===== src/hw/rtl/html_entity_decoder_top_assert.svh =====
`ifndef HTML_ENTITY_DECODER_TOP_ASSERT_SVH
`define HTML_ENTITY_DECODER_TOP_ASSERT_SVH

// same-cycle implication
`define HED_ASSERT_NOW(label, ante, cons) \
    label: assert property (@(posedge clk) disable iff (!rst_n) (ante) |-> (cons)) \
        else $error("assertion failed: %m");

// next-cycle implication
`define HED_ASSERT_NEXT(label, ante, cons) \
    label: assert property (@(posedge clk) disable iff (!rst_n) (ante) |=> (cons)) \
        else $error("assertion failed: %m");

`endif


===== src/hw/rtl/hed_pkg.sv =====
package hed_pkg;

    localparam int PEND_MAX = 16;
    localparam int ADDR_W   = $clog2(PEND_MAX);
    localparam int CNT_W    = $clog2(PEND_MAX + 1);
    localparam int NUM_ENT  = 6;
    localparam int CODE_W   = 9;
    localparam int SUM_W    = CODE_W + 4;

    localparam logic [CODE_W-1:0] CODE_SAT = 9'h100;

    localparam logic [7:0] CH_AMP   = 8'h26;
    localparam logic [7:0] CH_HASH  = 8'h23;
    localparam logic [7:0] CH_SEMI  = 8'h3B;
    localparam logic [7:0] CH_QMARK = 8'h3F;
    localparam logic [7:0] CH_LX    = 8'h78;
    localparam logic [7:0] CH_UX    = 8'h58;
    localparam logic [7:0] CH_0     = 8'h30;
    localparam logic [7:0] CH_9     = 8'h39;
    localparam logic [7:0] CH_LA    = 8'h61;
    localparam logic [7:0] CH_LF    = 8'h66;
    localparam logic [7:0] CH_UA    = 8'h41;
    localparam logic [7:0] CH_UF    = 8'h46;

    typedef enum logic [2:0] {
        MODE_TEXT = 3'd0,
        MODE_AMP  = 3'd1,
        MODE_NAME = 3'd2,
        MODE_HASH = 3'd3,
        MODE_NUM  = 3'd4
    } mode_t;

    typedef enum logic [1:0] {
        STEP_HOLD = 2'd0,
        STEP_EMIT = 2'd1,
        STEP_FAIL = 2'd2
    } step_t;

    typedef struct packed {
        logic commit;
        logic capture_pend;
        logic flush_start;
        logic flush_last;
        logic flush_emit;
        logic flush_clear;
    } hed_cmd_t;

    typedef struct packed {
        step_t step;
        logic  last;
        logic  slot_free;
        logic  flush_final;
    } hed_stat_t;

    function automatic logic [2:0] ent_len(input logic [2:0] e);
        logic [2:0] r;
        case (e)
            3'd0:    r = 3'd6;
            3'd1:    r = 3'd5;
            3'd2:    r = 3'd4;
            3'd3:    r = 3'd4;
            3'd4:    r = 3'd6;
            3'd5:    r = 3'd6;
            default: r = 3'd0;
        endcase
        return r;
    endfunction

    function automatic logic [7:0] ent_val(input logic [2:0] e);
        logic [7:0] r;
        case (e)
            3'd0:    r = 8'h20;
            3'd1:    r = 8'h26;
            3'd2:    r = 8'h3C;
            3'd3:    r = 8'h3E;
            3'd4:    r = 8'h22;
            3'd5:    r = 8'h27;
            default: r = 8'h00;
        endcase
        return r;
    endfunction

    function automatic logic [7:0] ent_char(input logic [2:0] e, input logic [2:0] pos);
        logic [47:0] s;
        logic [7:0]  c;
        case (e)
            3'd0:    s = "&nbsp;";
            3'd1:    s = {"&amp;", 8'h00};
            3'd2:    s = {"&lt;", 16'h0000};
            3'd3:    s = {"&gt;", 16'h0000};
            3'd4:    s = "&quot;";
            3'd5:    s = "&apos;";
            default: s = '0;
        endcase
        case (pos)
            3'd0:    c = s[47:40];
            3'd1:    c = s[39:32];
            3'd2:    c = s[31:24];
            3'd3:    c = s[23:16];
            3'd4:    c = s[15:8];
            3'd5:    c = s[7:0];
            default: c = 8'h00;
        endcase
        return c;
    endfunction

    // {valid, value}
    function automatic logic [4:0] digit_of(input logic [7:0] b, input logic hex);
        logic [7:0] t;
        logic [4:0] r;
        t = '0;
        r = '0;
        if (b >= CH_0 && b <= CH_9)
        begin
            t = b - CH_0;
            r = {1'b1, t[3:0]};
        end
        else if (hex && b >= CH_LA && b <= CH_LF)
        begin
            t = b - CH_LA + 8'd10;
            r = {1'b1, t[3:0]};
        end
        else if (hex && b >= CH_UA && b <= CH_UF)
        begin
            t = b - CH_UA + 8'd10;
            r = {1'b1, t[3:0]};
        end
        return r;
    endfunction

endpackage


===== src/hw/rtl/hed_ram.sv =====
module hed_ram #(
    parameter int WIDTH = 8,
    parameter int DEPTH = 16
) (
    input  logic                     clk,
    input  logic                     we,
    input  logic [$clog2(DEPTH)-1:0] waddr,
    input  logic [WIDTH-1:0]         wdata,
    input  logic [$clog2(DEPTH)-1:0] raddr,
    output logic [WIDTH-1:0]         rdata
);

    logic [WIDTH-1:0] mem [DEPTH];
    logic [WIDTH-1:0] rdata_reg;

    always_ff @(posedge clk)
    begin
        if (we)
        begin
            mem[waddr] <= wdata;
        end
        rdata_reg <= mem[raddr];
    end

    assign rdata = rdata_reg;

endmodule


===== src/hw/rtl/hed_datapath.sv =====
module hed_datapath import hed_pkg::*; (
    input  logic      clk,
    input  logic      rst_n,
    input  logic [7:0] in_byte,
    input  logic      in_last,
    input  logic      out_stall,
    input  hed_cmd_t  cmd,
    output hed_stat_t stat,
    output logic      out_valid,
    output logic [7:0] out_byte,
    output logic      out_last
);

    logic [CNT_W-1:0]   count_reg, count_next;
    mode_t              mode_reg, mode_next;
    logic               hex_reg, hex_next;
    logic [CODE_W-1:0]  code_reg, code_next;
    logic [NUM_ENT-1:0] alive_reg, alive_next;
    logic [ADDR_W-1:0]  idx_reg, idx_next;
    logic               flush_last_reg, flush_last_next;
    logic               pend_valid_reg, pend_valid_next;
    logic               out_valid_reg, out_valid_next;
    logic [7:0]         out_byte_reg, out_byte_next;
    logic               out_last_reg, out_last_next;
    logic [7:0]         pend_byte_reg, pend_byte_next;
    logic               pend_last_reg, pend_last_next;

    logic [7:0]         src_byte;
    logic               src_last;
    logic               text_path;
    step_t              step;
    logic [7:0]         dec;
    mode_t              mode_n;
    logic               hex_n;
    logic [CODE_W-1:0]  code_n;
    logic [NUM_ENT-1:0] alive_n;
    logic [NUM_ENT-1:0] hit;
    logic               name_done;
    logic [7:0]         name_val;
    logic [4:0]         dig_dec;
    logic [4:0]         dig_cur;
    logic [SUM_W-1:0]   code_mul;
    logic [SUM_W-1:0]   code_sum;
    logic [CODE_W-1:0]  code_sat;
    logic [7:0]         num_dec;
    logic               slot_free;
    logic               flush_final;
    logic               ram_we;
    logic [ADDR_W-1:0]  ram_waddr;
    logic [7:0]         ram_rdata;

    assign src_byte    = pend_valid_reg ? pend_byte_reg : in_byte;
    assign src_last    = pend_valid_reg ? pend_last_reg : in_last;
    assign text_path   = (mode_reg == MODE_TEXT) || (count_reg == '0);
    assign slot_free   = !out_valid_reg || !out_stall;
    assign flush_final = (CNT_W'(idx_reg) + CNT_W'(1)) == count_reg;

    // entity prefix match against the held name
    always_comb
    begin
        hit       = '0;
        name_done = 1'b0;
        name_val  = '0;
        for (int e = 0; e < NUM_ENT; e++)
        begin
            hit[e] = alive_reg[e]
                && (count_reg < CNT_W'(ent_len(3'(e))))
                && (ent_char(3'(e), count_reg[2:0]) == src_byte);
        end
        for (int e = NUM_ENT - 1; e >= 0; e--)
        begin
            if (hit[e])
            begin
                name_done = (count_reg + CNT_W'(1)) == CNT_W'(ent_len(3'(e)));
                name_val  = ent_val(3'(e));
            end
        end
    end

    // numeric accumulator
    always_comb
    begin
        dig_dec  = digit_of(src_byte, 1'b0);
        dig_cur  = digit_of(src_byte, hex_reg);
        code_mul = hex_reg ? {code_reg, 4'b0000}
                           : (SUM_W'({code_reg, 3'b000}) + SUM_W'({code_reg, 1'b0}));
        code_sum = code_mul + SUM_W'(dig_cur[3:0]);
        code_sat = (code_sum > SUM_W'(CODE_SAT)) ? CODE_SAT : code_sum[CODE_W-1:0];
        num_dec  = (code_reg != '0 && !code_reg[CODE_W-1]) ? code_reg[7:0] : CH_QMARK;
    end

    // step decision for one byte
    always_comb
    begin
        step    = STEP_FAIL;
        dec     = src_byte;
        mode_n  = mode_reg;
        hex_n   = hex_reg;
        code_n  = code_reg;
        alive_n = alive_reg;
        if (text_path)
        begin
            if (src_byte == CH_AMP)
            begin
                step    = STEP_HOLD;
                mode_n  = MODE_AMP;
                hex_n   = 1'b0;
                code_n  = '0;
                alive_n = '1;
            end
            else
            begin
                step = STEP_EMIT;
            end
        end
        else
        begin
            case (mode_reg)
                MODE_AMP, MODE_NAME:
                begin
                    if (mode_reg == MODE_AMP && src_byte == CH_HASH)
                    begin
                        step   = STEP_HOLD;
                        mode_n = MODE_HASH;
                    end
                    else if (|hit)
                    begin
                        mode_n = MODE_NAME;
                        if (name_done)
                        begin
                            step = STEP_EMIT;
                            dec  = name_val;
                        end
                        else
                        begin
                            step    = STEP_HOLD;
                            alive_n = hit;
                        end
                    end
                end
                MODE_HASH:
                begin
                    if (src_byte == CH_LX || src_byte == CH_UX)
                    begin
                        step   = STEP_HOLD;
                        mode_n = MODE_NUM;
                        hex_n  = 1'b1;
                        code_n = '0;
                    end
                    else if (src_byte == CH_SEMI)
                    begin
                        step = STEP_EMIT;
                        dec  = CH_QMARK;
                    end
                    else if (dig_dec[4])
                    begin
                        step   = STEP_HOLD;
                        mode_n = MODE_NUM;
                        hex_n  = 1'b0;
                        code_n = CODE_W'(dig_dec[3:0]);
                    end
                end
                MODE_NUM:
                begin
                    if (src_byte == CH_SEMI)
                    begin
                        step = STEP_EMIT;
                        dec  = num_dec;
                    end
                    else if (dig_cur[4])
                    begin
                        step   = STEP_HOLD;
                        code_n = code_sat;
                    end
                end
                default:
                begin
                    step = STEP_FAIL;
                end
            endcase
            if (step == STEP_HOLD && count_reg >= CNT_W'(PEND_MAX))
            begin
                step = STEP_FAIL;
            end
        end
    end

    assign ram_we    = cmd.commit && (step == STEP_HOLD);
    assign ram_waddr = text_path ? '0 : count_reg[ADDR_W-1:0];

    always_comb
    begin
        count_next      = count_reg;
        mode_next       = mode_reg;
        hex_next        = hex_reg;
        code_next       = code_reg;
        alive_next      = alive_reg;
        idx_next        = idx_reg;
        flush_last_next = flush_last_reg;
        pend_valid_next = pend_valid_reg;
        pend_byte_next  = pend_byte_reg;
        pend_last_next  = pend_last_reg;
        out_byte_next   = out_byte_reg;
        out_last_next   = out_last_reg;
        out_valid_next  = out_valid_reg && out_stall;

        if (cmd.capture_pend)
        begin
            pend_valid_next = 1'b1;
            pend_byte_next  = in_byte;
            pend_last_next  = in_last;
        end

        if (cmd.commit)
        begin
            pend_valid_next = 1'b0;
            if (step == STEP_HOLD)
            begin
                count_next = text_path ? CNT_W'(1) : count_reg + CNT_W'(1);
                mode_next  = mode_n;
                hex_next   = hex_n;
                code_next  = code_n;
                alive_next = alive_n;
            end
            else if (step == STEP_EMIT)
            begin
                count_next     = '0;
                mode_next      = MODE_TEXT;
                hex_next       = 1'b0;
                code_next      = '0;
                out_valid_next = 1'b1;
                out_byte_next  = dec;
                out_last_next  = src_last;
            end
        end

        if (cmd.flush_start)
        begin
            idx_next        = '0;
            flush_last_next = cmd.flush_last;
        end

        if (cmd.flush_emit)
        begin
            out_valid_next = 1'b1;
            out_byte_next  = ram_rdata;
            out_last_next  = flush_last_reg && flush_final;
            idx_next       = idx_reg + ADDR_W'(1);
        end

        if (cmd.flush_clear)
        begin
            count_next = '0;
            mode_next  = MODE_TEXT;
            hex_next   = 1'b0;
            code_next  = '0;
        end
    end

    always_ff @(posedge clk or negedge rst_n)
    begin
        if (!rst_n)
        begin
            count_reg      <= '0;
            mode_reg       <= MODE_TEXT;
            hex_reg        <= 1'b0;
            code_reg       <= '0;
            alive_reg      <= '0;
            idx_reg        <= '0;
            flush_last_reg <= 1'b0;
            pend_valid_reg <= 1'b0;
            out_valid_reg  <= 1'b0;
        end
        else
        begin
            count_reg      <= count_next;
            mode_reg       <= mode_next;
            hex_reg        <= hex_next;
            code_reg       <= code_next;
            alive_reg      <= alive_next;
            idx_reg        <= idx_next;
            flush_last_reg <= flush_last_next;
            pend_valid_reg <= pend_valid_next;
            out_valid_reg  <= out_valid_next;
        end
    end

    always_ff @(posedge clk)
    begin
        out_byte_reg  <= out_byte_next;
        out_last_reg  <= out_last_next;
        pend_byte_reg <= pend_byte_next;
        pend_last_reg <= pend_last_next;
    end

    hed_ram #(
        .WIDTH (8),
        .DEPTH (PEND_MAX)
    ) u_held_ram (
        .clk   (clk),
        .we    (ram_we),
        .waddr (ram_waddr),
        .wdata (src_byte),
        .raddr (idx_reg),
        .rdata (ram_rdata)
    );

    assign stat.step        = step;
    assign stat.last        = src_last;
    assign stat.slot_free   = slot_free;
    assign stat.flush_final = flush_final;

    assign out_valid = out_valid_reg;
    assign out_byte  = out_byte_reg;
    assign out_last  = out_last_reg;

endmodule


===== src/hw/rtl/hed_ctrl.sv =====
module hed_ctrl import hed_pkg::*; (
    input  logic      clk,
    input  logic      rst_n,
    input  logic      in_valid,
    output logic      in_stall,
    input  hed_stat_t stat,
    output hed_cmd_t  cmd
);

    typedef enum logic [1:0] {
        ST_IDLE   = 2'd0,
        ST_READ   = 2'd1,
        ST_EMIT   = 2'd2,
        ST_REPLAY = 2'd3
    } state_t;

    state_t state_reg, state_next;
    logic   replay_reg, replay_next;

    always_comb
    begin
        cmd         = '0;
        in_stall    = 1'b1;
        state_next  = state_reg;
        replay_next = replay_reg;
        case (state_reg)
            ST_IDLE:
            begin
                in_stall = !stat.slot_free;
                if (in_valid && stat.slot_free)
                begin
                    case (stat.step)
                        STEP_EMIT:
                        begin
                            cmd.commit = 1'b1;
                        end
                        STEP_HOLD:
                        begin
                            cmd.commit = 1'b1;
                            if (stat.last)
                            begin
                                cmd.flush_start = 1'b1;
                                cmd.flush_last  = 1'b1;
                                replay_next     = 1'b0;
                                state_next      = ST_READ;
                            end
                        end
                        default:
                        begin
                            // failed reference: flush held bytes, then replay
                            cmd.capture_pend = 1'b1;
                            cmd.flush_start  = 1'b1;
                            cmd.flush_last   = 1'b0;
                            replay_next      = 1'b1;
                            state_next       = ST_READ;
                        end
                    endcase
                end
            end
            ST_READ:
            begin
                state_next = ST_EMIT;
            end
            ST_EMIT:
            begin
                if (stat.slot_free)
                begin
                    cmd.flush_emit = 1'b1;
                    if (stat.flush_final)
                    begin
                        cmd.flush_clear = 1'b1;
                        state_next      = replay_reg ? ST_REPLAY : ST_IDLE;
                    end
                    else
                    begin
                        state_next = ST_READ;
                    end
                end
            end
            ST_REPLAY:
            begin
                if (stat.slot_free)
                begin
                    cmd.commit = 1'b1;
                    if (stat.step == STEP_HOLD && stat.last)
                    begin
                        cmd.flush_start = 1'b1;
                        cmd.flush_last  = 1'b1;
                        replay_next     = 1'b0;
                        state_next      = ST_READ;
                    end
                    else
                    begin
                        state_next = ST_IDLE;
                    end
                end
            end
            default:
            begin
                state_next = ST_IDLE;
            end
        endcase
    end

    always_ff @(posedge clk or negedge rst_n)
    begin
        if (!rst_n)
        begin
            state_reg  <= ST_IDLE;
            replay_reg <= 1'b0;
        end
        else
        begin
            state_reg  <= state_next;
            replay_reg <= replay_next;
        end
    end

endmodule


===== src/hw/rtl/html_entity_decoder_top.sv =====
// channel | signals                             | request taken when
// input   | in_valid in_stall in_byte in_last   | in_valid && !in_stall
// output  | out_valid out_stall out_byte out_last | out_valid && !out_stall
//
// plain bytes and completed references go straight to the output register
// held bytes are read through the ram read port and emitted one at a time
// a failed reference replays the failing byte after the flush
// rst_n is asynchronous and clears the scan state and the output valid flag
// input stalls while a flush runs and while the output register is held by out_stall

`include "html_entity_decoder_top_assert.svh"

module html_entity_decoder_top import hed_pkg::*; (
    input  logic       clk,
    input  logic       rst_n,
    input  logic       in_valid,
    output logic       in_stall,
    input  logic [7:0] in_byte,
    input  logic       in_last,
    output logic       out_valid,
    input  logic       out_stall,
    output logic [7:0] out_byte,
    output logic       out_last
);

    hed_cmd_t  cmd;
    hed_stat_t stat;

    hed_ctrl u_ctrl (
        .clk      (clk),
        .rst_n    (rst_n),
        .in_valid (in_valid),
        .in_stall (in_stall),
        .stat     (stat),
        .cmd      (cmd)
    );

    hed_datapath u_datapath (
        .clk       (clk),
        .rst_n     (rst_n),
        .in_byte   (in_byte),
        .in_last   (in_last),
        .out_stall (out_stall),
        .cmd       (cmd),
        .stat      (stat),
        .out_valid (out_valid),
        .out_byte  (out_byte),
        .out_last  (out_last)
    );

    `HED_ASSERT_NOW(a_no_overwrite, cmd.commit || cmd.flush_emit, stat.slot_free)
    `HED_ASSERT_NEXT(a_emit_shows, in_valid && !in_stall && stat.step == STEP_EMIT, out_valid)
    `HED_ASSERT_NEXT(a_fail_busy, in_valid && !in_stall && stat.step == STEP_FAIL, in_stall)

endmodule


===== config.mk =====
export PLATFORM = sky130hd
export DESIGN_NAME = html_entity_decoder_top
export DESIGN_NICKNAME = d
export VERILOG_FILES = /design/src/hw/rtl/hed_pkg.sv /design/src/hw/rtl/hed_ram.sv /design/src/hw/rtl/hed_datapath.sv /design/src/hw/rtl/hed_ctrl.sv /design/src/hw/rtl/html_entity_decoder_top.sv
export VERILOG_INCLUDE_DIRS = /design/src /design/src/hw/rtl
export SDC_FILE = /design/constraint.sdc
export NUM_CORES = 1
export LEC_CHECK = 0
export BUFFER_PORTS_ARGS = -buffer_cell sky130_fd_sc_hd__buf_2
export CORE_MARGIN = 4
export CORE_UTILIZATION = 48
export CTS_CLUSTER_DIAMETER = 80
export DETAILED_ROUTE_END_ITERATION = 10
export PLACE_DENSITY = 0.75
export SLEW_MARGIN = 10
export SYNTH_ARGS = -nofsm -noshare
export SYNTH_HDL_FRONTEND = slang
export SYNTH_SLANG_ARGS = --single-unit

===== constraint.sdc =====
create_clock -name clk -period 8.47 [get_ports clk]
set_clock_uncertainty 0.05 [all_clocks]
set_input_delay 1.2705 -clock clk [delete_from_list [all_inputs] [get_ports clk]]
set_output_delay 1.2705 -clock clk [all_outputs]
set_load 0.01 [all_outputs]

==> results.md, run 1 <==
- Status: finished, final reports clean
- Max reg flops: 128
- DR vias/cell: approximately 6.5
- Vias in the first global route: roughly 7400
- HPWL Detailed: between 15000 and 20000 um
- Reg2Reg Depth: 11
- Maxcap violations: 0
- Final setup fails: 0
- Main synth FF type: edfxtp_1
- CTS H-tree depth: 4
- Mapped cell area: around 11000 um^2
- Sum Neg Setup Slack: 0 ps
- # DRC: 0
- Syn. warnings: 0
- Flops & latches, synth: roughly 190
- Worst path slowest cell: dfrtp_1
- Worst R2R Setup Slack: between 2000 and 2500 ps
- Largest net degree at the start of global routing: 38
- Top cell type by total area after synthesis: edfxtp_1
- Worst hold path depth: 1
- Post-route ant nets: 0
- Postcts setup bufs: 0
- Fill cells: between 1500 and 2000
- First-pass DRT Iterations: 5
- Worst skew pair latency: approximately 430 ps
- Nets@finish: 945
- Required time of the critical path: approximately 8500 ps
- Hold path start: u_datapath.alive_reg[5]
- Tot GR Track Use: between 20 and 25%
- Sequential share of the synthesized area: 50.43%
- Final std cells w/o fill: between 1000 and 1500
- Area Growth Syn to Fin: 8.864%
- Port Buf Inserts: 23
- Core area: between 20000 and 25000 um^2
- Unrepaired setup endpoints after global routing: false
- Syn_area_per_cell: roughly 12 um^2
- Crit path capture type: register
- Sink Count: about 190
- Area of the multi-input gates: 4901 um^2
- Critical R2R Capture: u_datapath.u_held_ram.mem[1][4]
- Cell Rows: 54
- Die X-Extent: roughly 160 um
- Antenna fix cells: 0
- Die area: around 25000 um^2
- R2R Path Start: u_datapath.count_reg[2]
- TritonCTS clock tree: done
- Die height: ~160 um
- Grt ovf: 0
- Final wirelength: between 20000 and 30000 um
- Syn nets: 930
- Slew Limit Headroom: a little over 30%
- Critical-path cell list: inv_1, ha_1, buf_4, o31a_1, a2111oi_0, a21boi_1, nand2_1, a2bb2oi_2, a21oi_4, nand2_4, nor4_2
- Iter 0 DRT Violations: between 900 and 1000
- Initial Utilization: around half
- Hold Path Sink: u_datapath.alive_reg[5]
- DP Cell Count: between 1000 and 1500
- Clk pin slew, worst setup/hold paths: around 80 ps
- Fmax: 167.1 MHz
- # resized after CTS: 0
- Crit-path leading delay family: compound AO/OA/AOI/OAI gates
- Max rail drop VDD: 0.1391 mV
- Cell Pwr Density: approximately 240 nW/um^2
- Worst-case clock buffer depth: 2
- CP Buf/Inv Count: 2
- Area share of the largest cell type after synthesis: between 40% and 50%
- Max Fanout on Critical Path: 26
- Max-slew violations: 0
- First-pass GRT wire length: 42010 um
- Cells after Synth: about 890
- Hold crit path type: register to register
- Top-count cell post-synth: edfxtp_1
- Via count: a little under 8000
- Number of synthesized flops with an enable pin: around 150
- IO Pins: 24
- Critical path startpoint category: register
- Synth area leaders: edfxtp_1 41%, mux4_2 8.4%, dfrtp_1 8.0%
- Synth unique cells: between 90 and 100
- Crit path DAT: approximately 6000 ps
- Gpl congestion: 1.001
- Final core utilization: a little over half
- Register cell area after layout: 5396 um^2
- Fin crit share: between 70 and 80%
- Worst-Margin Slew: approximately 1000 ps
- Fraction of registers with async set/reset: a little under a fifth
- Final min period: ~6000 ps
- LEAKAGE: around 4.0 nW
- Clock root buffer: clkbuf_16
- Hold-fix buffers, CTS: 0
- Critical path class: register to register
- TritonCTS Buffers: 17
- Slowest stage delay, CP: approximately 900 ps
- WL per Instance: around 23 um
- Layout cells sized above 1: between 10% and 20%
- Final hold vios: 0
- Initial antenna violation count: 1
- Synth top cells by count: 146 x edfxtp_1, 57 x nand2_1, 49 x nor2_1
stage by stage:
step	setup WS [ps]	power [mW]	hold WS, ps	cell area (um^2)
floorplan	3109	1.837	407.7	10700
global placement	2312	2.080	424.5	11100
detailed placement	2189	2.101	430.3	11100
CTS	2634	2.851	448.3	11650
global route	2222	2.967	473.2	11650
finish	2484	2.836	446.7	11650
routing by layer:
layer  up-vias  global-route usage (%)  share of wire [%]
met3        60                   4.839                7.9
met1      3781                   31.83                 43
li1       3519                       -                  -
met4         2                   7.005                2.5
met2       378                   33.65                 46
met5         -                       0              0.056
power breakdown:
group | total (mW) | switching, mW | internal, mW
registers | 1.18 | 0.0452 | 1.13
logic | 0.910 | 0.557 | 0.354
clock network | 0.748 | 0.359 | 0.388
total | 2.84 | 0.962 | 1.87
area by class of cell:
type	count	area share (%)
clock inverters	10	0.8594
repair buffers	46	2.471
flip-flops and latches	188	46.33
multi-input cells	606	42.08
clock buffers	22	3.814
well taps	280	3.008
inverters	44	1.439
placed cells by master (no fill, tap or decap), types with 7 or more instances in the layout:
cell type	Yosys	final
a211oi_1	8	8
a21o_1	7	7
a21oi_1	29	29
a31oi_1	13	13
buf_2	7	23
buf_4	2	23
clkbuf_16	0	17
dfrtp_1	34	33
dfxtp_1	8	8
edfxtp_1	146	146
ha_1	27	27
inv_1	36	36
inv_2	7	7
mux2i_1	23	23
mux4_2	40	40
nand2_1	57	57
nand2b_1	7	7
nand3_1	26	26
nand4_1	16	16
nor2_1	49	49
nor2b_1	10	10
nor3_1	20	20
nor4_1	23	22
o211ai_1	8	8
o21ai_0	35	35
o21ai_1	7	7
o22ai_1	18	18
or3_1	7	7
xnor2_1	19	19
xor2_1	8	8
cell families (layout without fill, tap and decap cells):
| logic type | count (synthesis) | count (layout) | share of synthesized area (%) |
|---|---|---|---|
| AOI/OAI and AO/OA | 208 | 208 | 14.02 |
| buffers and inverters | 94 | 122 | 3.824 |
| muxes | 76 | 76 | 12.54 |
| and+or+nand+nor | 266 | 266 | 13.45 |
| DFF | 188 | 188 | 50.43 |
| xor gates and xnor gates | 27 | 27 | 2.210 |
| adders and majority gates | 29 | 29 | 3.532 |
worst max path at each step:
stage	endpoint	startpoint	cells past startpoint	slack [ps]
6_report	u_datapath.u_held_ram.mem[1][4]	u_datapath.count_reg[2]	11	2480
5_1_grt	u_datapath.code_reg[0]	in_byte[0]	21	2220
4_1_cts	u_datapath.code_reg[0]	in_byte[0]	20	2630
3_5_place_dp	u_datapath.code_reg[0]	in_byte[0]	20	2190
3_3_place_gp	u_datapath.code_reg[0]	in_byte[0]	21	2310
2_1_floorplan	u_datapath.code_reg[0]	in_byte[0]	20	3110
Power figures use the tool's default switching activity.
==> inputs of run 2 (changes only) <==
- ABC_AREA: unset -> 1
- PLACE_DENSITY: 0.75 -> 0.77
- clock period: 8.47 -> 5.39 ns (I/O delays scaled with it)
==> results.md, run 2 <==
- Port Buf Inserts: 23 (unchanged)
- Sequential share of the synthesized area: 50.64% (+0.21 points)
- Syn nets: 1279 (+38%)
- Crit-path most repeated cell: nand2_1
- DP Cell Count: 1523 (+31%)
- Area Growth Syn to Fin: 9.783%
- Hold Path Sink: u_ctrl.replay_reg
- Total Power: 4.179 mW (+47%)
- Final core utilization: 53.59% (+0.39 points)
- Maxcap violations: 0 (unchanged)
- Layout cells sized above 1: 10.59% (-6.9 points)
- Die area: 24640 um^2 (-0.40%)
- Final std cells w/o fill: 1555 (+30%)
- Mapped cell area: 10650 um^2 (-0.42%)
- Die height: 157.0 um (-0.20%)
- Number of synthesized flops with an enable pin: 146 (unchanged)
- LEAKAGE: 4.784 nW (+20%)
- Antenna fix cells: 0 (unchanged)
- Hold_ws: 429.6 ps (-17.09 ps)
- CTS H-tree depth: 4 (unchanged)
- Dpl ws: 369.4 ps (-1820 ps)
- Commonest cells after routing, fill and taps aside: 281 x nand2_1, 151 x nor2_1, 146 x edfxtp_1, 104 x inv_1, 104 x o21ai_0
- Cell Pwr Density: 357.3 nW/um^2 (+47%)
- Worst hold path depth: 2 (+1)
- Nets@finish: 1304 (+38%)
- Sum Neg Setup Slack: 0 ps (unchanged)
- Postcts setup bufs: 0 (unchanged)
- Max-slew violations: 0 (unchanged)
- Hold crit path type: register to register
- Clock root buffer: clkbuf_16
- Iter 0 DRT Violations: 970 (+3.6%)
- Clk pin slew, worst setup/hold paths: 70 ps (about the same)
- Fmax: 207.7 MHz (+24%)
- Reg2Reg Depth: 27 (+16)
- Crit path capture type: register
- HPWL Detailed: 19060 um (+5.5%)
- Core area: 21820 um^2 (-0.31%)
- Placed cell areas: 11090 um^2 (-0.10%)
- WL per Instance: 17.87 um (-21%)
- # resized after CTS: 0 (unchanged)
- Largest net degree at the start of global routing: 52 (+37%)
- IO Pins: 24 (unchanged)
- Fraction of registers with async set/reset: 18.09% (unchanged)
- Final setup fails: 0 (unchanged)
- # DRC: 0 (unchanged)
- First-pass GRT wire length: 44340 um (+5.6%)
- Final hold vios: 0 (unchanged)
- Status: finished, final reports clean
- Critical path startpoint category: register
- PnR worst setup slack: 574.7 ps (-1909 ps)
- Syn. warnings: 0 (unchanged)
- TritonCTS Buffers: 17 (unchanged)
- Synth area leaders: edfxtp_1 41%, nand2_1 9.9%, dfrtp_1 8.0%
- Crit path DAT: 5140 ps (-840 ps)
- Top-count cell post-synth: nand2_1
- First-pass DRT Iterations: 6 (+1)
- Initial antenna violation count: 0 (-1)
- Vias in the first global route: 8552 (+16%)
- Worst-Margin Slew: 989.1 ps (-40.13 ps)
- Final wirelength: 27790 um (+3.0%)
- Worst-case clock buffer depth: 2 (unchanged)
- Die X-Extent: 157.0 um (-0.20%)
- Syn_area_per_cell: 8.613 um^2 (-29%)
- Area share of the largest cell type after synthesis: 41.15% (+0.17 points)
- Fill cells: 1977 (+7.6%)
- Hold-fix buffers, CTS: 0 (unchanged)
- Max rail drop VDD: 0.2544 mV (+83%)
- Via count: 9029 (+17%)
- Max reg flops: 128 (unchanged)
- Initial Utilization: 48.82% (-0.055 points)
- Cells after Synth: 1237 (+39%)
- Final min period: 4815 ps (-1171 ps)
- TritonCTS clock tree: done
- Unrepaired setup endpoints after global routing: false
- DR vias/cell: 5.806 (-10%)
- Required time of the critical path: 5720 ps (-2750 ps)
- Worst R2R Setup Slack: 570 ps (-1910 ps)
- Grt ovf: 0 (unchanged)
- Synth unique cells: 55 (-44%)
- Worst path slowest cell: fa_1
- Commonest non-fill, non-tap cell in the layout: nand2_1
- Critical path class: register to register
- Slowest stage delay, CP: 460 ps (-450 ps)
- Worst skew pair latency: 440 ps (about the same)
- Cell Rows: 54 (unchanged)
- Fin crit share: 89.34% (+19 points)
- Hold path start: u_ctrl.replay_reg
- Synth top cells by count: 281 x nand2_1, 151 x nor2_1, 146 x edfxtp_1
- R2R Path Start: u_datapath.pend_valid_reg
- Tot GR Track Use: 23.12% (+1.1 points)
- Flops & latches, synth: 188 (unchanged)
- Top cell type by total area after synthesis: edfxtp_1
- Post-route cell area: 11700 um^2 (+0.42%)
- Slew Limit Headroom: 33.81% (+2.7 points)
- Post-route ant nets: 0 (unchanged)
- Gpl congestion: 0.9346 (-6.6%)
- Main synth FF type: edfxtp_1
- Critical R2R Capture: u_datapath.code_reg[6]
- Max Fanout on Critical Path: 15 (-42%)
- Sink Count: 188 (unchanged)
## run 2: worst max-delay path by stage
| stage | start | endpoint | slack, ps | depth (start not counted) |
|---|---|---|---|---|
| after floorplan | in_byte[0] | u_datapath.code_reg[4] | 960 | 28 |
| after global placement | in_byte[0] | u_datapath.code_reg[6] | 410 | 28 |
| after detailed placement | in_byte[0] | u_datapath.code_reg[6] | 370 | 28 |
| after CTS | u_datapath.pend_valid_reg | u_datapath.code_reg[6] | 590 | 27 |
| after global routing | u_datapath.pend_valid_reg | u_datapath.code_reg[6] | 7 | 27 |
| final | u_datapath.pend_valid_reg | u_datapath.code_reg[6] | 570 | 27 |
## run 2: layout make-up
type	instances	area [um^2]	share of cell area, %
inverter	113	426.7	3.648
clock buffer	18	429.2	3.669
clock inverter	14	175.2	1.498
timing repair buffer	50	317.8	2.717
multi-input combinational	892	4602	39.35
sequential	188	5395	46.13
tap	280	350.3	2.995
## run 2: routing by layer
metal,vias to the layer above,wire length (um),GRT usage (%)
met4,0,916,8.760
met5,-,0,0
met3,77,2362,5.692
met1,4260,11270,29.76
li1,4284,-,-
met2,408,13240,37.98
## run 2: logic make-up after synthesis
family | Yosys count | synth area share (%)
buffers and inverters | 157 | 6.165
AOI/OAI and AO/OA | 247 | 13.32
adders and majority gates | 29 | 3.547
DFF | 188 | 50.64
xor gates and xnor gates | 18 | 1.480
and+or+nand+nor | 598 | 24.85
## run 2: worst max-delay path, delay by kind of cell, from the launching register on
family,cells,cell delay (ps)
AOI/OAI and AO/OA,2,310
xor gates and xnor gates,2,320
adders and majority gates,2,680
buffers and inverters,5,660
DFF,1,450
and+or+nand+nor,16,2270
## run 2: power breakdown
group	internal [mW]	switching, mW	total (mW)
logic	0.334	0.773	1.11
clock network	0.704	0.592	1.30
registers	1.67	0.103	1.78
